$ cat src/rtl/core/rptw_pkg.sv
// ============================================================================
// rptw_pkg: shared definitions of the radix page table walker
// Field widths, request codes, register addresses and the result bundle.
// ============================================================================
`default_nettype none

package rptw_pkg;

    // Request and result field widths.
    localparam int ACT_W   = 2;
    localparam int VP_W    = 45;
    localparam int PPN_W   = 52;
    localparam int ENTRY_W = PPN_W + 1;

    // Configuration register widths and reset values.
    localparam int ROOT_W  = 6;
    localparam int FFREE_W = 7;
    localparam logic [ROOT_W-1:0]  ROOT_RST  = 6'd0;
    localparam logic [FFREE_W-1:0] FFREE_RST = 7'd1;

    // APB register file.
    localparam int APB_AW = 3;
    localparam int APB_DW = 32;
    localparam logic REG_ROOT_FRAME = 1'b0;
    localparam logic REG_FIRST_FREE = 1'b1;

    // Request actions. The unused code behaves as a query.
    localparam logic [ACT_W-1:0] ACT_QUERY = 2'd0;
    localparam logic [ACT_W-1:0] ACT_MAP   = 2'd1;
    localparam logic [ACT_W-1:0] ACT_UNMAP = 2'd2;

    // Status codes.
    localparam logic STATUS_OK        = 1'b0;
    localparam logic STATUS_NO_FRAMES = 1'b1;

    // Completed walk handed from the sequencer to the output register.
    typedef struct packed {
        logic             valid;
        logic             found;
        logic [PPN_W-1:0] ppn;
        logic             status;
    } rptw_result_t;

endpackage

`default_nettype wire

$ cat src/rtl/core/rptw_mod.sv
// ============================================================================
// rptw_mod: frame number reduction unit
// Reduces pointers modulo FRAMES, eight bits per cycle (a mask if a power of 2).
// ============================================================================
`default_nettype none

module rptw_mod import rptw_pkg::*; #(
    parameter int FRAMES = 64
) (
    input  wire logic                      clk,
    input  wire logic                      rst_n,
    input  wire logic                      start,
    input  wire logic [PPN_W-1:0]          operand,
    output logic                           done,
    output logic [$clog2(FRAMES)-1:0]      result
);

    localparam int FRAME_W = $clog2(FRAMES);
    localparam bit IS_POW2 = (FRAMES & (FRAMES - 1)) == 0;
    localparam int STEP    = 8;
    localparam int ROUNDS  = (PPN_W + STEP - 1) / STEP;
    localparam int PAD_W   = ROUNDS * STEP;
    localparam int CNT_W   = $clog2(ROUNDS + 1);
    localparam logic [FRAME_W:0] FRAMES_C = (FRAME_W + 1)'(FRAMES);

    logic               busy_reg;
    logic               done_reg;
    logic [CNT_W-1:0]   cnt_reg;
    logic [PAD_W-1:0]   shift_reg;
    logic [FRAME_W-1:0] rem_reg;
    logic [FRAME_W-1:0] rem_next;

    // Restoring reduction of the next eight operand bits, most significant first.
    always_comb
    begin
        logic [FRAME_W:0]   wide;
        logic [FRAME_W-1:0] part;
        part = rem_reg;
        for (int i = 0; i < STEP; i++)
        begin
            wide = {part, shift_reg[PAD_W-1-i]};
            if (wide >= FRAMES_C)
            begin
                wide = wide - FRAMES_C;
            end
            part = wide[FRAME_W-1:0];
        end
        rem_next = part;
    end

    always_ff @(posedge clk or negedge rst_n)
    begin
        if (!rst_n)
        begin
            busy_reg <= 1'b0;
            done_reg <= 1'b0;
            cnt_reg  <= '0;
        end
        else if (start)
        begin
            if (IS_POW2)
            begin
                rem_reg  <= operand[FRAME_W-1:0];
                busy_reg <= 1'b0;
                done_reg <= 1'b1;
            end
            else
            begin
                shift_reg <= PAD_W'(operand);
                rem_reg   <= '0;
                cnt_reg   <= CNT_W'(ROUNDS);
                busy_reg  <= 1'b1;
                done_reg  <= 1'b0;
            end
        end
        else if (busy_reg)
        begin
            rem_reg   <= rem_next;
            shift_reg <= shift_reg << STEP;
            cnt_reg   <= cnt_reg - 1'b1;
            if (cnt_reg == CNT_W'(1))
            begin
                busy_reg <= 1'b0;
                done_reg <= 1'b1;
            end
        end
        else
        begin
            done_reg <= 1'b0;
        end
    end

    assign done   = done_reg;
    assign result = rem_reg;

endmodule

`default_nettype wire

$ cat config.mk
export PLATFORM = sky130hd
export DESIGN_NAME = rptw_mod
export DESIGN_NICKNAME = d
export VERILOG_FILES = /design/src/rtl/core/rptw_pkg.sv /design/src/rtl/core/rptw_mod.sv
export SDC_FILE = /design/constraint.sdc
export NUM_CORES = 1
export LEC_CHECK = 0
export ABC_CLOCK_PERIOD_IN_PS = 2700
export BUFFER_PORTS_ARGS = -buffer_cell sky130_fd_sc_hd__buf_2
export CAP_MARGIN = 20
export CORE_MARGIN = 2
export CORE_UTILIZATION = 31
export CTS_CLUSTER_DIAMETER = 60
export DETAILED_ROUTE_END_ITERATION = 12
export PLACE_DENSITY_LB_ADDON = 0.3
export SYNTH_ARGS = -nofsm -noshare
export SYNTH_HDL_FRONTEND = slang
export SYNTH_SLANG_ARGS = --single-unit
export TNS_END_PERCENT = 30
$ cat constraint.sdc
create_clock -name clk -period 2.7 [get_ports clk]
set_input_delay 0.135 -clock clk [delete_from_list [all_inputs] [get_ports clk]]
set_output_delay 0.135 -clock clk [all_outputs]
set_load 0.01 [all_outputs]
# == Word level (Yosys, flattened, before mapping) ==
# Cells that the tools add are included.
# totals
register_bits,11
elab_cells,43
# op_classes
add_sub_neg,9
order_cmp,8
n_eq_ne,2
mux,16
bitwise,1
reduce_logical,3
# op_table
operator,n
$mux 6,10
$ge 7x7->1 const B,8
$sub 6x1->6 const B,8
$mux 1,6
$reduce_and 2->1,2
$eq 3x1->1 const B,1
$ne 3x2->1 const B,1
$sub 3x1->3 const B,1
$reduce_bool 2->1,1
$not 1->1,1

# == Depth between registers and ports, before layout ==
# logic_depth
ltp_word,18
mapped_depth,5
ltp_nobuf,5

# == Worst setup path after synthesis ==
# Ideal clock, no wire load.
# synth_path
kind,reg-to-reg
from,register cnt_reg[0]
to,"register done_reg, in the netlist done"
setup_time_ns,0.122
arrival_ns,0.881
t_required_ns,2.578
setup_slack_ns,1.697
stages_incl_launch_ff,5
path_buffers,0
path_cell_list,dfrtp_1 ha_1 nor2b_1 o21ai_0 nand2b_1
# synth_between
elab_chain_cells,2
# synth_rtl
item,line_no,text
start: declaration,rptw_mod.sv:28,logic [CNT_W-1:0] cnt_reg;
start signal: assignment,rptw_mod.sv:71,cnt_reg <= CNT_W'(ROUNDS);
start signal: assignment,rptw_mod.sv:80,cnt_reg <= cnt_reg - 1'b1;
$eq 3x1->1,rptw_mod.sv:81,if (cnt_reg == CNT_W'(1))
$ne 3x2->1 (no source line),n/a,
end signal: assignment,rptw_mod.sv:73,done_reg <= 1'b0;
end signal: assignment,rptw_mod.sv:84,done_reg <= 1'b1;
end signal: assignment,rptw_mod.sv:89,done_reg <= 1'b0;
end: declaration,rptw_mod.sv:27,logic done_reg;
# No other way between the ends.
# A chain may end at the register's enable or synchronous reset.

# == Worst setup path in the final report ==
# layout_path
from,input port rst_n
to,"register rem_reg[0], in the netlist result[0] (enable)"
# layout_between
elab_chain_cells,1
# layout_rtl
item,line_no,text
start: declaration,rptw_mod.sv:11,"input wire logic rst_n,"
$reduce_and 2->1 (no source line),n/a,
end signal: assignment,rptw_mod.sv:63,rem_reg <= operand[FRAME_W-1:0];
end signal: assignment,rptw_mod.sv:78,rem_reg <= rem_next;
end: declaration,rptw_mod.sv:30,logic [FRAME_W-1:0] rem_reg;
# No other way between the ends.

==> results_dict.tcl <==
set metrics [dict create \
    placed_area_um2 553 \
    power.leakage_nw 0.259 \
    detail-route-antenna-nets 0 \
    clkTransAtPathRegs_ns 0.07 \
    nFillCells 135 \
    area_growth_pct 28.3 \
    path_buf_inv 2 \
    dp.cells 62 \
    first_pass_iters 4 \
    synthCells 32 \
    total_power_mw 0.323 \
    core_area_mm2 0.00135 \
    crit_slowest_cell "dlygate4sd3_1" \
    cts_root_buffer "clkbuf_4" \
    synth_area_leaders "edfxtp_1 (39%), dfrtp_1 (27%), and2_2 (9.8%)" \
    hp-class "input port to flop" \
    rsz0062_at_grt "no" \
    multi_input_area_um2 146 \
    gp_congestion 0.689 \
    die_area_mm2 0.00180 \
    hold_slack_ns 0.161 \
    antenna_found_initial 0 \
    cts_sinks 11 \
    ys_seq_area_share_pct 66.5 \
    endpoint_kind "flop" \
    relSlewSlack_pct 79.4 \
    crit_family "buffers and inverters" \
    numPortBuffers 15 \
    dpl.hpwl_um 569 \
    outcome "finished clean" \
    hold_viol_final 0 \
    grt_overflow 0 \
    largest_reg_flops 6 \
    avgSynthCellArea_um2 14.3 \
    grt_max_degree 11 \
    vias 287 \
    totalWireLength_um 771 \
    n_antenna_cell 0 \
    grt_pass1_wl_um 1310 \
    drt-initial-drc-count 3 \
    skew_ns 0.00153 \
    setup_slack_ns 1.48 \
    finalSetupViolCount 0 \
    h-tree-depth 1 \
    clock_path_buffers 2 \
    critPathRequiredTime_ns 2.64 \
    fin_area_um2 589 \
    drcViolationCount 0 \
    finalCoreUtilization_pct 43.7 \
    cp_max_fo 6 \
    ys_ff_latch 11 \
    layout_commonest_cell "buf_2" \
    fin_cells 67 \
    final_cell_mix "buf_2 (15), and2_2 (6), edfxtp_1 (6)" \
    powerDensity_mw_per_mm2 548 \
    postCtsHoldBufs 1 \
    ys.warnings.count 0 \
    cts_made_buffers 3 \
    wl_per_cell_um 11.5 \
    synth_cell_types 14 \
    final.period_utilization_pct 45.1 \
    post_cts_resized 0 \
    viasPerCell 4.28 \
    fmax_mhz 821 \
    die_h_um 42.5 \
    drive_above_1_share_pct 48.1 \
    nNetsFinal 110 \
    path_cells "dlygate4sd3_1, buf_2, o21a_1" \
    cts_tree "built" \
    worstSetupStartpointType "input port" \
    synthesis.nets 89 \
    grt_use_total_pct 10.6 \
    rows 13 \
    tightest_slew_ns 0.309 \
    io_pins 62 \
    fin_tns_setup_ns 0 \
    clkLatencyLatePin_ns 0.26 \
    min_period_ns 1.22 \
    yosys.area.top_type_share_pct 39.2 \
    start_util_pct 34.0 \
    ir_drop_uv 367 \
    worst_ep_arrival_time_ns 1.16 \
    first_global_vias 296 \
    max-cap-violations 0 \
    regArea_um2 305 \
    crit_type "input port to flop" \
    drv_slew 0 \
    pre_cts_slack_ns 1.62 \
    die_x_um 42.5 \
    slowest_delay_ns 0.51 \
    syn_area_um2 459 \
    post_cts_buffers 0 \
    synth_top_area_cell "edfxtp_1" \
]
-- final timing paths --
| path | depth (start not counted) | from | slack (ns) | endpoint |
|---|---|---|---|---|
| worst min register to register | 1 | cnt_reg[2]$_DFFE_PN0P_ | 0.48 | cnt_reg[2]$_DFFE_PN0P_ |
| worst max-delay path | 3 | rst_n | 1.48 | result[0]$_SDFFCE_PN0P_ |
| worst max register to register | 1 | busy_reg$_DFF_PN0_ | 1.62 | result[0]$_SDFFCE_PN0P_ |
| worst min-delay path | 2 | operand[3] | 0.16 | result[3]$_SDFFCE_PN0P_ |
| max in group asynchronous | 2 | rst_n | 2.35 | cnt_reg[2]$_DFFE_PN0P_ |
| min in group asynchronous | 2 | rst_n | 0.21 | busy_reg$_DFF_PN0_ |
-- report_power, final --
part           internal (mW)  switching, mW
combinational         0.0141         0.0132
sequential             0.185        0.00189
clock                 0.0572         0.0516
total                  0.256         0.0666
-- logic make-up (layout without fill, tap and decap cells) --
logic type | Yosys count | after routing | synth area share, %
AND/OR/NAND/NOR | 12 | 12 | 18.8
flip-flops | 11 | 11 | 66.5
AO/OA/AOI/OAI | 3 | 3 | 3.82
adder cells (fa/ha/maj) | 2 | 2 | 5.45
XOR/XNOR | 2 | 2 | 3.82
buffers and inverters | 2 | 22 | 1.64
-- routing by layer --
metal	global-route usage (%)	share of wire, %	vias to the layer above
met3	7.33	9.5	2
met1	12.1	43	126
li1	-	-	146
met4	3.75	0.91	0
met2	15.7	46	13
met5	0	0	-
-- synth_stat cells --
cell type / n
o21a_1: 1
edfxtp_1: 6
dfrtp_1: 5
nand2b_1: 1
xnor2_1: 2
nor2_1: 1
nand3b_1: 1
nand2b_4: 1
ha_1: 2
and2_2: 6
nand2_1: 1
inv_1: 2
nor2b_1: 1
o21ai_0: 2
-- final cells by class --
type	instances	share of cell area [%]
Inverter	2	1.27
Multi-Input combinational cell	19	24.8
Clock buffer	4	4.46
Sequential cell	11	51.8
Tap cell	15	3.18
Timing Repair Buffer	16	14.4
Note: power is estimated with default switching activity, not from simulation.
