===== config.mk =====
export PLATFORM = sky130hd
export DESIGN_NAME = rptw_ctrl
export DESIGN_NICKNAME = d
export VERILOG_FILES = /design/src/rtl/core/rptw_pkg.sv /design/src/rtl/core/rptw_ctrl.sv
export SDC_FILE = /design/constraint.sdc
export NUM_CORES = 1
export LEC_CHECK = 0
export ABC_AREA = 1
export BUFFER_PORTS_ARGS = -buffer_cell sky130_fd_sc_hd__buf_2
export CAP_MARGIN = 30
export CORE_AREA = 2 2 159 161
export CTS_BUF_LIST = sky130_fd_sc_hd__clkbuf_16
export CTS_CLUSTER_SIZE = 40
export DETAILED_ROUTE_END_ITERATION = 7
export DIE_AREA = 0 0 161 163
export PLACE_DENSITY = 0.72
export SKIP_CTS_REPAIR_TIMING = 1
export SLEW_MARGIN = 10
export SYNTH_ARGS = -nofsm -noshare
export SYNTH_HDL_FRONTEND = slang
export SYNTH_SLANG_ARGS = --single-unit

===== constraint.sdc =====
create_clock -name clk -period 3.6 [get_ports clk]
set_input_delay 0.36 -clock clk [delete_from_list [all_inputs] [get_ports clk]]
set_output_delay 0.36 -clock clk [all_outputs]
set_load 0.03 [all_outputs]

===== src/rtl/core/rptw_pkg.sv =====
// ============================================================================
// rptw_pkg: shared definitions of the radix page table walker
// Field widths, request codes, register addresses and the result bundle.
// ============================================================================
`default_nettype none

package rptw_pkg;

    // Request and result field widths.
    localparam int ACT_W   = 2;
    localparam int VP_W    = 45;
    localparam int PPN_W   = 52;
    localparam int ENTRY_W = PPN_W + 1;

    // Configuration register widths and reset values.
    localparam int ROOT_W  = 6;
    localparam int FFREE_W = 7;
    localparam logic [ROOT_W-1:0]  ROOT_RST  = 6'd0;
    localparam logic [FFREE_W-1:0] FFREE_RST = 7'd1;

    // APB register file.
    localparam int APB_AW = 3;
    localparam int APB_DW = 32;
    localparam logic REG_ROOT_FRAME = 1'b0;
    localparam logic REG_FIRST_FREE = 1'b1;

    // Request actions. The unused code behaves as a query.
    localparam logic [ACT_W-1:0] ACT_QUERY = 2'd0;
    localparam logic [ACT_W-1:0] ACT_MAP   = 2'd1;
    localparam logic [ACT_W-1:0] ACT_UNMAP = 2'd2;

    // Status codes.
    localparam logic STATUS_OK        = 1'b0;
    localparam logic STATUS_NO_FRAMES = 1'b1;

    // Completed walk handed from the sequencer to the output register.
    typedef struct packed {
        logic             valid;
        logic             found;
        logic [PPN_W-1:0] ppn;
        logic             status;
    } rptw_result_t;

endpackage

`default_nettype wire


===== src/rtl/core/rptw_ctrl.sv =====
// ============================================================================
// rptw_ctrl: walk sequencer
// Steps one request through the table levels over the single store port.
// ============================================================================
`default_nettype none

module rptw_ctrl import rptw_pkg::*; #(
    parameter int LEVELS     = 5,
    parameter int INDEX_BITS = 9,
    parameter int FRAMES     = 64
) (
    input  wire logic                                    clk,
    input  wire logic                                    rst_n,
    input  wire logic                                    req_valid,
    output logic                                         req_stall,
    input  wire logic [ACT_W-1:0]                        action,
    input  wire logic [VP_W-1:0]                         virtual_page,
    input  wire logic [PPN_W-1:0]                        new_ppn,
    input  wire logic [ROOT_W-1:0]                       root_frame,
    input  wire logic                                    ff_we,
    input  wire logic [FFREE_W-1:0]                      ff_value,
    input  wire logic                                    rsp_free,
    output rptw_result_t                                 done,
    output logic                                         mem_we,
    output logic [$clog2(FRAMES)+INDEX_BITS-1:0]         mem_addr,
    output logic [ENTRY_W-1:0]                           mem_wdata,
    input  wire logic [ENTRY_W-1:0]                      mem_rdata,
    output logic                                         mod_start,
    output logic [PPN_W-1:0]                             mod_operand,
    input  wire logic                                    mod_done,
    input  wire logic [$clog2(FRAMES)-1:0]               mod_result
);

    localparam int FRAME_W   = $clog2(FRAMES);
    localparam int ADDR_W    = FRAME_W + INDEX_BITS;
    localparam int DEPTH     = FRAMES * (1 << INDEX_BITS);
    localparam int WALK_BITS = LEVELS * INDEX_BITS;
    localparam int LVL_W     = (LEVELS > 1) ? $clog2(LEVELS) : 1;
    localparam int NF_W      = ($clog2(FRAMES + 1) > FFREE_W) ? $clog2(FRAMES + 1) : FFREE_W;
    localparam logic [LVL_W-1:0]  LAST_LVL   = LVL_W'(LEVELS - 1);
    localparam logic [NF_W-1:0]   FRAMES_NF  = NF_W'(FRAMES);
    localparam logic [ADDR_W-1:0] LAST_ADDR  = ADDR_W'(DEPTH - 1);

    typedef enum logic [2:0] {
        ST_CLEAR,
        ST_IDLE,
        ST_MOD_WAIT,
        ST_READ,
        ST_DATA,
        ST_ZERO,
        ST_LINK,
        ST_FINISH
    } state_t;

    state_t                 state_reg;
    logic [LVL_W-1:0]       level_reg;
    logic [ACT_W-1:0]       act_reg;
    logic [WALK_BITS-1:0]   vp_reg;
    logic [PPN_W-1:0]       ppn_reg;
    logic [FRAME_W-1:0]     frame_reg;
    logic [ADDR_W-1:0]      addr_reg;
    logic [PPN_W-1:0]       leaf_reg;
    logic                   reached_reg;
    logic                   status_reg;
    logic [FRAME_W-1:0]     nf_reg;
    logic [ADDR_W-1:0]      cnt_reg;
    logic [NF_W-1:0]        next_frame_reg;

    logic [WALK_BITS+VP_W-1:0] vp_ext;
    logic [INDEX_BITS-1:0]     level_index;
    logic                      accept;
    logic                      last_level;
    logic                      is_map;
    logic                      is_unmap;
    logic                      is_query;
    logic                      entry_valid;

    assign vp_ext      = (WALK_BITS + VP_W)'(virtual_page);
    assign level_index = vp_reg[WALK_BITS-1 -: INDEX_BITS];
    assign req_stall   = (state_reg != ST_IDLE);
    assign accept      = req_valid && (state_reg == ST_IDLE);
    assign last_level  = (level_reg == LAST_LVL);
    assign is_map      = (act_reg == ACT_MAP);
    assign is_unmap    = (act_reg == ACT_UNMAP);
    assign is_query    = !is_map && !is_unmap;
    assign entry_valid = mem_rdata[0];

    // Store port and reduction unit requests.
    always_comb
    begin
        mem_we      = 1'b0;
        mem_addr    = {frame_reg, level_index};
        mem_wdata   = '0;
        mod_start   = 1'b0;
        mod_operand = PPN_W'(root_frame);
        unique case (state_reg)
            ST_CLEAR:
            begin
                mem_we   = 1'b1;
                mem_addr = cnt_reg;
            end
            ST_IDLE:
            begin
                mod_start = accept;
            end
            ST_DATA:
            begin
                mod_start   = entry_valid && !last_level;
                mod_operand = mem_rdata[ENTRY_W-1:1];
            end
            ST_ZERO:
            begin
                mem_we   = 1'b1;
                mem_addr = {nf_reg, cnt_reg[INDEX_BITS-1:0]};
            end
            ST_LINK:
            begin
                mem_we    = 1'b1;
                mem_addr  = addr_reg;
                mem_wdata = {(PPN_W - FRAME_W)'(0), nf_reg, 1'b1};
            end
            ST_FINISH:
            begin
                mem_we    = rsp_free && reached_reg && (is_map || is_unmap);
                mem_addr  = addr_reg;
                mem_wdata = is_map ? {ppn_reg, 1'b1} : '0;
            end
            default:
            begin
                mem_we = 1'b0;
            end
        endcase
    end

    always_comb
    begin
        done.valid  = (state_reg == ST_FINISH) && rsp_free;
        done.found  = is_query && reached_reg;
        done.ppn    = (is_query && reached_reg) ? leaf_reg : '0;
        done.status = status_reg;
    end

    always_ff @(posedge clk or negedge rst_n)
    begin
        if (!rst_n)
        begin
            state_reg      <= ST_CLEAR;
            cnt_reg        <= '0;
            level_reg      <= '0;
            next_frame_reg <= NF_W'(FFREE_RST);
        end
        else
        begin
            if (ff_we)
            begin
                next_frame_reg <= NF_W'(ff_value);
            end
            unique case (state_reg)
                ST_CLEAR:
                begin
                    cnt_reg <= cnt_reg + 1'b1;
                    if (cnt_reg == LAST_ADDR)
                    begin
                        state_reg <= ST_IDLE;
                    end
                end
                ST_IDLE:
                begin
                    if (accept)
                    begin
                        act_reg     <= action;
                        vp_reg      <= vp_ext[WALK_BITS-1:0];
                        ppn_reg     <= new_ppn;
                        level_reg   <= '0;
                        reached_reg <= 1'b1;
                        status_reg  <= STATUS_OK;
                        leaf_reg    <= '0;
                        state_reg   <= ST_MOD_WAIT;
                    end
                end
                ST_MOD_WAIT:
                begin
                    if (mod_done)
                    begin
                        frame_reg <= mod_result;
                        state_reg <= ST_READ;
                    end
                end
                ST_READ:
                begin
                    addr_reg  <= mem_addr;
                    state_reg <= ST_DATA;
                end
                ST_DATA:
                begin
                    if (entry_valid)
                    begin
                        leaf_reg <= mem_rdata[ENTRY_W-1:1];
                        if (last_level)
                        begin
                            state_reg <= ST_FINISH;
                        end
                        else
                        begin
                            level_reg <= level_reg + 1'b1;
                            vp_reg    <= vp_reg << INDEX_BITS;
                            state_reg <= ST_MOD_WAIT;
                        end
                    end
                    else if (is_map)
                    begin
                        if (last_level)
                        begin
                            state_reg <= ST_FINISH;
                        end
                        else if (next_frame_reg >= FRAMES_NF)
                        begin
                            status_reg  <= STATUS_NO_FRAMES;
                            reached_reg <= 1'b0;
                            state_reg   <= ST_FINISH;
                        end
                        else
                        begin
                            nf_reg         <= next_frame_reg[FRAME_W-1:0];
                            next_frame_reg <= next_frame_reg + 1'b1;
                            cnt_reg        <= '0;
                            state_reg      <= ST_ZERO;
                        end
                    end
                    else
                    begin
                        reached_reg <= 1'b0;
                        state_reg   <= ST_FINISH;
                    end
                end
                ST_ZERO:
                begin
                    cnt_reg <= cnt_reg + 1'b1;
                    if (&cnt_reg[INDEX_BITS-1:0])
                    begin
                        state_reg <= ST_LINK;
                    end
                end
                ST_LINK:
                begin
                    frame_reg <= nf_reg;
                    level_reg <= level_reg + 1'b1;
                    vp_reg    <= vp_reg << INDEX_BITS;
                    state_reg <= ST_READ;
                end
                ST_FINISH:
                begin
                    if (rsp_free)
                    begin
                        state_reg <= ST_IDLE;
                    end
                end
                default:
                begin
                    state_reg <= ST_IDLE;
                end
            endcase
        end
    end

    // The allocator only moves forward unless it is reloaded by a register write.
    assert property (@(posedge clk) disable iff (!rst_n)
        !ff_we |=> next_frame_reg >= $past(next_frame_reg))
        else $error("next free frame moved backward");

    // The store is never written while waiting for a request.
    assert property (@(posedge clk) disable iff (!rst_n)
        (state_reg == ST_IDLE) |-> !mem_we)
        else $error("store written while idle");

    // Only a map can run out of frames, and a map never reports a hit.
    assert property (@(posedge clk) disable iff (!rst_n)
        (done.valid && done.status) |-> (is_map && !done.found))
        else $error("frame exhaustion reported outside a map");

    // A frame is linked into the table only right after its clearing sweep.
    assert property (@(posedge clk) disable iff (!rst_n)
        (state_reg == ST_LINK) |-> ($past(state_reg) == ST_ZERO))
        else $error("frame linked without being cleared");

endmodule

`default_nettype wire


# Yosys cells after proc, flatten, opt, wreduce, memory -nomap -nowiden
# Index checks and enable logic that the tools add are counted.
[totals]
ff_bits = 208
latch_bits = 0
mem_bits_rw = 0
romBits = 0
input_bits = 177
out_inout_bits = 178
elab_cells = 130
mem_count = 0
[classes]
addsub = 3
n_mul = 0
div = 0
n_lt_le_gt_ge = 1
n_eq_ne = 25
shifts = 0
n_mux = 54
bitwise = 3
reduce_logical = 31
[ops]
columns = ["operator", "count"]
rows = [
  ["$mux W52", 4],
  ["$mux W45", 3],
  ["$pmux W45 S3", 1],
  ["$pmux W53 S2", 1],
  ["$pmux W52 S2", 1],
  ["$mux W15", 4],
  ["$mux W53", 1],
  ["$pmux W15 S3", 1],
  ["$mux W7", 6],
  ["$mux W3", 11],
  ["$pmux W15 S2", 1],
  ["$pmux W3 S8", 1],
  ["$ne A2 B2 Y1 const B", 11],
  ["$add A15 B1 Y15 const B", 1],
  ["$eq A15 B15 Y1 const B", 1],
  ["$eq A3 B3 Y1 const B", 5],
  ["$reduce_and A5 Y1", 3],
  ["$pmux W6 S2", 1],
  ["$reduce_and A6 Y1", 2],
  ["$mux W1", 10],
  ["$pmux W3 S3", 1],
  ["$reduce_and A9 Y1", 1],
  ["$pmux W1 S2", 4],
  ["$reduce_and A4 Y1", 2],
  ["23 further kinds", 40],
]

# Longest topological paths before layout
# Gate-level depths: netlist (run 1).
[logic_depth]
depth_word = 6
mapped_depth = 12
mapped_depth_nobuf = 12

# Worst setup path after synthesis (run 1)
# No wires, ideal clock.
[synth_timing]
path_kind = "register -> register"
from = "register state_reg[2]"
to = "register leaf_reg[0] (enable)"
setup_time_ns = 0.479
arrival_time_ns = 3.686
t_required_ns = 3.121
path_slack_ns = -0.564
stages_incl_launch_ff = 7
period_less_slack_ns = 4.164
path_cell_list = "dfrtp_1 > buf_4 > inv_2 > nand3_1 > nand2_1 > nand3_1 > a21oi_1"
[synth_via]
elab_chain_len = 4
[synth_lines]
columns = ["item", "line", "source"]
rows = [
  ["start, declared", "rptw_ctrl.sv:55", "state_t state_reg;"],
  ["start signal, assigned", "rptw_ctrl.sv:147", "state_reg <= ST_CLEAR;"],
  ["start signal, assigned", "rptw_ctrl.sv:164", "state_reg <= ST_IDLE;"],
  ["start signal, assigned", "rptw_ctrl.sv:178", "state_reg <= ST_MOD_WAIT;"],
  ["$eq A3 B1 Y1", "rptw_ctrl.sv:81, rptw_ctrl.sv:158", ""],
  ["$logic_and A1 B1 Y1", "rptw_ctrl.sv:81", "assign accept = req_valid && (state_reg == ST_IDLE);"],
  ["$ne A2 B2 Y1 (no line)", "--", ""],
  ["$reduce_and A4 Y1 (no line) (*)", "--", ""],
  ["end signal, assigned", "rptw_ctrl.sv:198", "leaf_reg <= mem_rdata[ENTRY_W-1:1];"],
  ["end, declared", "rptw_ctrl.sv:62", "logic [PPN_W-1:0] leaf_reg;"],
]
# Every way passes the cells marked *; elsewhere a longest branch is shown, timed or not.
# A chain may end at the register's enable or synchronous reset.

# Final worst setup path (run 1)
[layout_timing]
from = "register state_reg[0]"
to = "output mem_addr[10]"
[layout_via]
elab_chain_len = 3
[layout_lines]
columns = ["item", "line", "source"]
rows = [
  ["$eq A3 B3 Y1", "rptw_ctrl.sv:96", "unique case (state_reg)"],
  ["$reduce_or A2 Y1 (no line)", "--", ""],
  ["$pmux W15 S3 (*)", "rptw_ctrl.sv:96", ""],
  ["end, declared", "rptw_ctrl.sv:25", "output logic [$clog2(FRAMES)+INDEX_BITS-1:0] mem_addr,"],
]
# Marks and branches as above.

==> results of run 1 <==
layout make-up:
class | count | area share (%)
Antenna cell | 3 | 0.05897
Clock buffer | 23 | 4.521
Clock inverter | 19 | 1.248
Inverter | 159 | 4.698
Multi-Input combinational cell | 705 | 23.45
Sequential cell | 208 | 47.98
Tap cell | 330 | 3.244
Timing Repair Buffer | 367 | 14.80
layout by cell type (no fill, tap or decap), types with 2 or more instances in the layout:
cell / synthesis / final
a21oi_1: 11 / 10
buf_2: 18 / 354
buf_4: 3 / 11
bufinv_16: 0 / 2
clkbuf_16: 0 / 23
clkinv_1: 0 / 3
clkinv_2: 1 / 5
clkinvlp_4: 0 / 4
dfrtp_1: 27 / 27
diode_2: 0 / 3
edfxtp_1: 180 / 180
ha_1: 7 / 6
inv_1: 152 / 155
inv_2: 6 / 6
inv_6: 0 / 2
mux2i_1: 2 / 2
nand2_1: 340 / 338
nand2_2: 1 / 3
nand2_4: 2 / 2
nand3_1: 44 / 44
nand3_2: 3 / 3
nand3b_1: 2 / 2
nand4_1: 6 / 6
nor2_1: 238 / 236
nor2_2: 4 / 4
nor2_4: 1 / 3
nor3_1: 2 / 2
o21ai_0: 24 / 24
o21ai_1: 5 / 5
or2_2: 4 / 4
xor2_1: 5 / 5
logic make-up after synthesis:
family | after synthesis | synth area share [%]
AND/OR/NAND/NOR | 648 | 26.10
buffers and inverters | 208 | 8.331
flip-flops | 208 | 61.80
AO/OA/AOI/OAI | 43 | 2.241
adder cells (fa/ha/maj) | 7 | 0.8863
XOR/XNOR | 5 | 0.4431
multiplexers | 2 | 0.2026
power by group through the flow:
stage	combinational, W	sequential, W	clock (W)
detailed placement	0.00266	0.00351	0
floorplan	0.00194	0.00342	0
global placement	0.00262	0.00349	0
global route	0.00293	0.00351	0.00243
CTS	0.00267	0.00346	0.00234
finish	0.00266	0.00346	0.00228
critical path, delay by kind of cell (launching register included):
kind / cells / cell delay, ns
AO/OA/AOI/OAI: 1 / 0.33
AND/OR/NAND/NOR: 4 / 1.06
buffers and inverters: 1 / 0.19
flip-flops: 1 / 0.57
per-stage QoR:
stage               power, W  instance area (um2)  worst slack, ns  hold slack, ns  util, %
global route        0.008867                12730           0.3969        0.001086    51.59
detailed placement  0.006165                11960           0.9458          0.2765    48.46
CTS                 0.008466                12690           0.5454         -0.2759    51.44
finish              0.008403                12730           0.5692         0.01671    51.59
global placement    0.006103                11960            1.040          0.2698    48.46
floorplan           0.005363                 9886         0.005264         0.06441        -
routing by layer:
| metal | up-vias | GRT usage [%] | part of all wire [%] |
|---|---|---|---|
| met5 | - | 0 | 0.088 |
| met4 | 4 | 7.711 | 3.1 |
| met3 | 60 | 4.304 | 7.1 |
| met2 | 311 | 33.30 | 49 |
| met1 | 3847 | 23.69 | 40 |
| li1 | 4186 | - | - |
worst max-delay path by stage:
stage / end / slack, ns / depth (start not counted)
finish: mem_addr[10] / 0.57 / 6
global route: mem_addr[10] / 0.40 / 6
CTS: mem_addr[10] / 0.55 / 6
detailed placement: vp_reg[8] / 0.95 / 7
global placement: vp_reg[6] / 1.04 / 7
floorplan: vp_reg[0] / 0.005 / 6
==> metrics.cfg, run 1 <==
[run_status]
status=complete, no violations

[setup_path]
r2r_end=vp_reg[6]
r2r_start=state_reg[0]
cp.required_ns=3.24
endpoint_kind=primary output
rrSetupSlack_ns=0.92
r2r_cells=7
max_stage_delay_ns=0.57
start_kind=register
arrival_ns=2.67
cp_slowest_cell=dfrtp_1
crit_chain=nor2_2 > nand2_1 > nand2_1 > a21oi_1 > nand2_1 > buf_2
critPathMostFrequentCell=nand2_1
startpoint=state_reg[0]
worstPathMaxFanout=15
crit_type=register to primary output

[clock_network]
clk_path_buf_depth=3
h-tree-depth=1
cts-buffers-inserted=23
root_buffer=clkbuf_16
cts_tree=built
clock-sinks=208
clk_pin_slew_ns=0.06
clk_latency_ns=0.52

[global_routing]
grt_pass1_vias=8034
gr-total-overflow=0
grt_first_pass_wirelength_um=40560
grt_usage_pct=19.33
grt_max_degree=75
grt_antenna_before_repair=5

[logic_synthesis]
yosysMostFrequentCell=nand2_1
synth_async_sr_flop_share_pct=13.46
ys_ff_latch=208
yosysSeqAreaShare_pct=61.80
synthFlopType=edfxtp_1
synth_edf_count=180
syn_avg_cell_area_um2=8.815
yosys-top-cells-area=edfxtp_1, nand2_1, nor2_1
yosysWarnings=0
syn_inst=1121
synth_area_leader_cell=edfxtp_1
yosysTopAreaCellShare_pct=54.70
synthTopCellsByCount=nand2_1, nor2_1, edfxtp_1, inv_1, nand3_1
syn-cell-area_um2=9882
syn-num-nets=1305
yosys.cell_types.count=33

[floorplanning]
dieWidth_um=161
core_um2=24670
ioPinCount=355
row_count=58
dieHeight_um=163
die-area_um2=26240
initial_core_util_pct=40.05

[place]
placedCellCount=1767
io_buffers=354
dpl.hpwl_um=19150
gp_congestion=0.8709

[detailed_routing]
postRouteWirelength_um=26170
vias=8408
ant_nets=0
drt_pass1_iterations=5
drc=0
vias_per_cell=4.635
first_iter_violations=616
wire_per_inst_um=14.42

[sta]
fin_worst_skew_ns=0.01618
rsz0062_at_grt=false
tns_ns=0
finalMaxSlewViolations=0
tightest_slew_ns=0.6988
fmax_mhz=329.9
min_period_ns=3.031
setup_violations=0
hold_viol=0
relSlewSlack_pct=53.41
period_share_pct=84.19

[power]
power_switching_w=0.003176
p_leak_nw=6.456
clockPowerShare_pct=27.1
power.internal_w=0.005227
peakVddDrop_mv=0.4228
p_sw_share_pct=37.80
pwr-share-seq_pct=41.2
p_per_area_nw_per_um2=660.1
p_comb_share_pct=31.6

[layout]
num-fill-cells=2333
drive_gt1_share_pct=29.10
register_area_um2=6107
area_growth_pct=28.82
instances_no_fill=1814
final_nets=1648
multi_input_area_um2=2985

[worst_hold_path]
min_to=ppn_reg[24]
hold_path.class=input pin to register
hold_depth=1
min_from=new_ppn[24]

[flow_run]
max-cap-violations=0

Note: power is estimated with default switching activity, not from simulation.
==> run 2: changes to the inputs <==
--- a/config.mk
+++ b/config.mk
@@ -13,7 +13,7 @@
 export CTS_CLUSTER_SIZE = 40
 export DETAILED_ROUTE_END_ITERATION = 7
 export DIE_AREA = 0 0 161 163
-export PLACE_DENSITY = 0.72
+export PLACE_DENSITY = 0.69
 export SKIP_CTS_REPAIR_TIMING = 1
 export SLEW_MARGIN = 10
 export SYNTH_ARGS = -nofsm -noshare
==> constraint.sdc (replaced) <==
create_clock -name clk -period 3.1 [get_ports clk]
set_input_delay 0.31 -clock clk [delete_from_list [all_inputs] [get_ports clk]]
set_output_delay 0.31 -clock clk [all_outputs]
set_load 0.03 [all_outputs]
==> metrics.cfg, run 2 (synthesized netlist as in run 1, its figures left out) <==
[run_status]
status=complete, no violations

[layout]
multi_input_area_um2=2988
final_common_cell=buf_2
instances_no_fill=1870
final_nets=1704
area_growth_pct=33.76
num-fill-cells=2225
register_area_um2=6107
drive_gt1_share_pct=27.78
mostFrequentLayoutCells=buf_2, nand2_1, nor2_1

[detailed_routing]
vias_per_cell=4.587
vias=8577
postRouteWirelength_um=26860
drt_pass1_iterations=5
wire_per_inst_um=14.37
first_iter_violations=525
ant_nets=0
drc=0

[sta]
relSlewSlack_pct=54.00
min_period_ns=2.842
tns_ns=0
hold_slack_ns=0.07057
period_share_pct=91.68
setup_violations=0
fin_worst_skew_ns=0.01079
rsz0062_at_grt=false
fmax_mhz=351.9
tightest_slew_ns=0.6899
fin_ws_ns=0.2580
hold_viol=0
finalMaxSlewViolations=0

[setup_path]
crit_type=register to primary output
start_kind=register
cp.required_ns=2.79
rrSetupSlack_ns=0.74
arrival_ns=2.53
worstPathMaxFanout=15
endpoint_kind=primary output

[place]
gp_congestion=0.8750
dpl.hpwl_um=18900
placedCellCount=1770
io_buffers=354
post-place-ws_ns=0.7058

[global_routing]
grt_first_pass_wirelength_um=39680
gr-total-overflow=0
grt_usage_pct=18.96
grt_max_degree=69
grt_pass1_vias=7918
grt_antenna_before_repair=4

[clock_network]
clock-sinks=208
cts-buffers-inserted=23
clk_latency_ns=0.51
clk_path_buf_depth=3
cts_tree=built
h-tree-depth=1
clk_pin_slew_ns=0.06
root_buffer=clkbuf_16

[power]
p_per_area_nw_per_um2=724.9
peakVddDrop_mv=0.4414
p_leak_nw=6.689

[floorplanning]
dieWidth_um=161
die-area_um2=26240
row_count=58
initial_core_util_pct=40.05
core_um2=24670
ioPinCount=355
dieHeight_um=163

[worst_hold_path]
hold_path.class=input pin to register

[flow_run]
max-cap-violations=0

==> run 2: power breakdown <==
part | leakage (nW) | total, W | internal, W | switching, W
clock network | 0.362 | 0.00240 | 0.00134 | 0.00106
logic | 4.31 | 0.00316 | 0.000857 | 0.00230
registers | 2.02 | 0.00402 | 0.00374 | 0.000279
total | 6.69 | 0.00958 | 0.00594 | 0.00364
==> run 2: path summary, 6_finish.rpt <==
kind,startpoint,end,depth (start not counted)
max in group asynchronous,rst_n,next_frame_reg[0],3
worst min-delay path,virtual_page[19],vp_reg[19],3
worst max-delay path,state_reg[0],mem_addr[8],9
worst max register to register,state_reg[0],vp_reg[5],6
min in group asynchronous,rst_n,cnt_reg[2],2
worst min register to register,next_frame_reg[4],nf_reg[4],0
==> run 2: final cells by class <==
cell class / count / area share [%]
sequential: 208 / 46.20
clock inverter: 19 / 0.6437
timing repair buffer: 423 / 18.49
clock buffer: 23 / 4.354
tap: 330 / 3.124
antenna: 3 / 0.05680
multi-input combinational: 705 / 22.61
inverter: 159 / 4.525
==> run 2: stage by stage <==
step	util, %	power (W)	cell area [um2]
3_3_place_gp	48.61	0.007123	11990
5_1_grt	53.57	0.01013	13220
2_1_floorplan	-	0.006223	9891
3_5_place_dp	48.61	0.007185	11990
4_1_cts	51.28	0.009612	12650
6_report	53.57	0.009581	13220
==> run 2: routing by layer <==
metal / wire length (um) / vias to the layer above / track usage, %
met1: 10740 / 3924 / 23.49
li1: - / 4290 / -
met3: 1886 / 50 / 4.049
met5: 0 / - / 0
met4: 671 / 0 / 6.331
met2: 13560 / 313 / 33.11
==> run 2: worst max-delay path, cell delays in order (launching register included) <==
cell and delay (ns):
dfrtp_1 0.58, nor2_2 0.11, nand2_1 0.35, inv_2 0.14, nor2_2 0.13, nand2_1 0.08
inv_2 0.25, nand2_1 0.09, nand3_1 0.10, buf_2 0.20
==> run 3: changes to the inputs <==
--- a/config.mk
+++ b/config.mk
@@ -14,6 +14,7 @@
 export DETAILED_ROUTE_END_ITERATION = 7
 export DIE_AREA = 0 0 161 163
 export PLACE_DENSITY = 0.69
+export RECOVER_POWER = 50
 export SKIP_CTS_REPAIR_TIMING = 1
 export SLEW_MARGIN = 10
 export SYNTH_ARGS = -nofsm -noshare
==> metrics.cfg, run 3 (synthesized netlist as in run 1, its figures left out) <==
[sta]
fin_worst_skew_ns=0.01057
tightest_slew_ns=1.208
hold_viol=0
relSlewSlack_pct=19.50
setup_violations=0
fmax_mhz=352.7
min_period_ns=2.835
hold_slack_ns=0.06592
tns_ns=0
finalMaxSlewViolations=0
period_share_pct=91.46
rsz0062_at_grt=false

[setup_path]
arrival_ns=2.53
start_kind=register
rrSetupSlack_ns=0.37
r2r_end=vp_reg[5]
cp.required_ns=2.79
r2r_cells=7
endpoint_kind=primary output
crit_type=register to primary output
r2r_start=state_reg[0]
worstPathMaxFanout=15

[global_routing]
grt_pass1_vias=7918
grt_first_pass_wirelength_um=39680
grt_usage_pct=18.96
grt_antenna_before_repair=4
gr-total-overflow=0
grt_max_degree=69

[detailed_routing]
postRouteWirelength_um=26850
wire_per_inst_um=14.36
vias=8591
first_iter_violations=561
ant_nets=0
drc=0
drt_pass1_iterations=6
vias_per_cell=4.594

[floorplanning]
ioPinCount=355
dieWidth_um=161
initial_core_util_pct=40.05
core_um2=24670
row_count=58
dieHeight_um=163
die-area_um2=26240

[place]
io_buffers=354
dpl.hpwl_um=18900
gp_congestion=0.8750

[run_status]
status=complete, no violations

[clock_network]
clk_path_buf_depth=3
clk_pin_slew_ns=0.06
root_buffer=clkbuf_16
clock-sinks=208
cts-buffers-inserted=23
clk_latency_ns=0.51
h-tree-depth=1
cts_tree=built

[worst_hold_path]
min_to=vp_reg[19]
min_from=virtual_page[19]
hold_depth=3
hold_path.class=input pin to register

[layout]
final_nets=1704
drive_gt1_share_pct=26.94
area_growth_pct=33.39
mostFrequentLayoutCells=buf_2, nand2_1, nor2_1
final_common_cell=buf_2

[power]
p_per_area_nw_per_um2=725.5
peakVddDrop_mv=0.4418
p_leak_nw=6.642

[flow_run]
max-cap-violations=0

==> run 3: cell count changes in the layout (fill, tap and decap cells not counted), moves of 2 or more <==
cell	previous run	this run
o21ai_0	24	26
clkbuf_1	0	9
o21ai_1	5	3
buf_2	354	348
buf_4	12	7
==> run 3: how the worst max path moves through the flow <==
stage                       from  depth (start not counted)          end
floorplan           state_reg[2]                          6  leaf_reg[0]
global placement    state_reg[0]                          9  mem_addr[8]
detailed placement  state_reg[0]                          9  mem_addr[8]
CTS                 state_reg[0]                          9  mem_addr[8]
global route        state_reg[0]                          9  mem_addr[8]
finish              state_reg[0]                          9  mem_addr[8]
==> run 3: cell type report <==
type	count	area (um2)
Fill cell	2237	11490
Sequential cell	208	6107
Inverter	159	598.1
Antenna cell	3	7.507
Timing Repair Buffer	423	2422
Tap cell	330	412.9
Clock inverter	19	85.08
Multi-Input combinational cell	705	2973
Clock buffer	23	575.6
==> run 3: power by group <==
group	total, W	internal, W	switching (W)
combinational	0.00314	0.000844	0.00230
clock	0.00240	0.00134	0.00106
sequential	0.00402	0.00374	0.000276
total	0.00956	0.00593	0.00364
==> run 3: worst max-delay path: stages, from the launching register on <==
cell,delay [ns]
dfrtp_1,0.57
nor2_2,0.10
nand2_1,0.34
inv_2,0.14
nor2_2,0.13
nand2_1,0.07
inv_2,0.24
nand2_1,0.09
nand3_1,0.11
buf_2,0.21
==> run 3: per-layer routing <==
layer | track usage, % | part of all wire [%] | wire (um)
met1 | 23.49 | 40 | 10770
met2 | 33.11 | 50 | 13460
met3 | 4.049 | 7.2 | 1942
met4 | 6.331 | 2.6 | 686
met5 | 0 | 0 | 0
==> run 3: per-stage QoR <==
step | setup WS, ns | total power [W] | cell area [um2] | instances | util [%]
after floorplan | 0.09690 | 0.006223 | 9891 | 1121 | -
after global placement | 0.7964 | 0.007123 | 11990 | 1770 | 48.61
after detailed placement | 0.7058 | 0.007185 | 11990 | 1770 | 48.61
after CTS | 0.1445 | 0.009612 | 12650 | 1812 | 51.28
after global routing | 0.04957 | 0.01011 | 13180 | 1870 | 53.42
final | 0.2646 | 0.009562 | 13180 | 1870 | 53.42
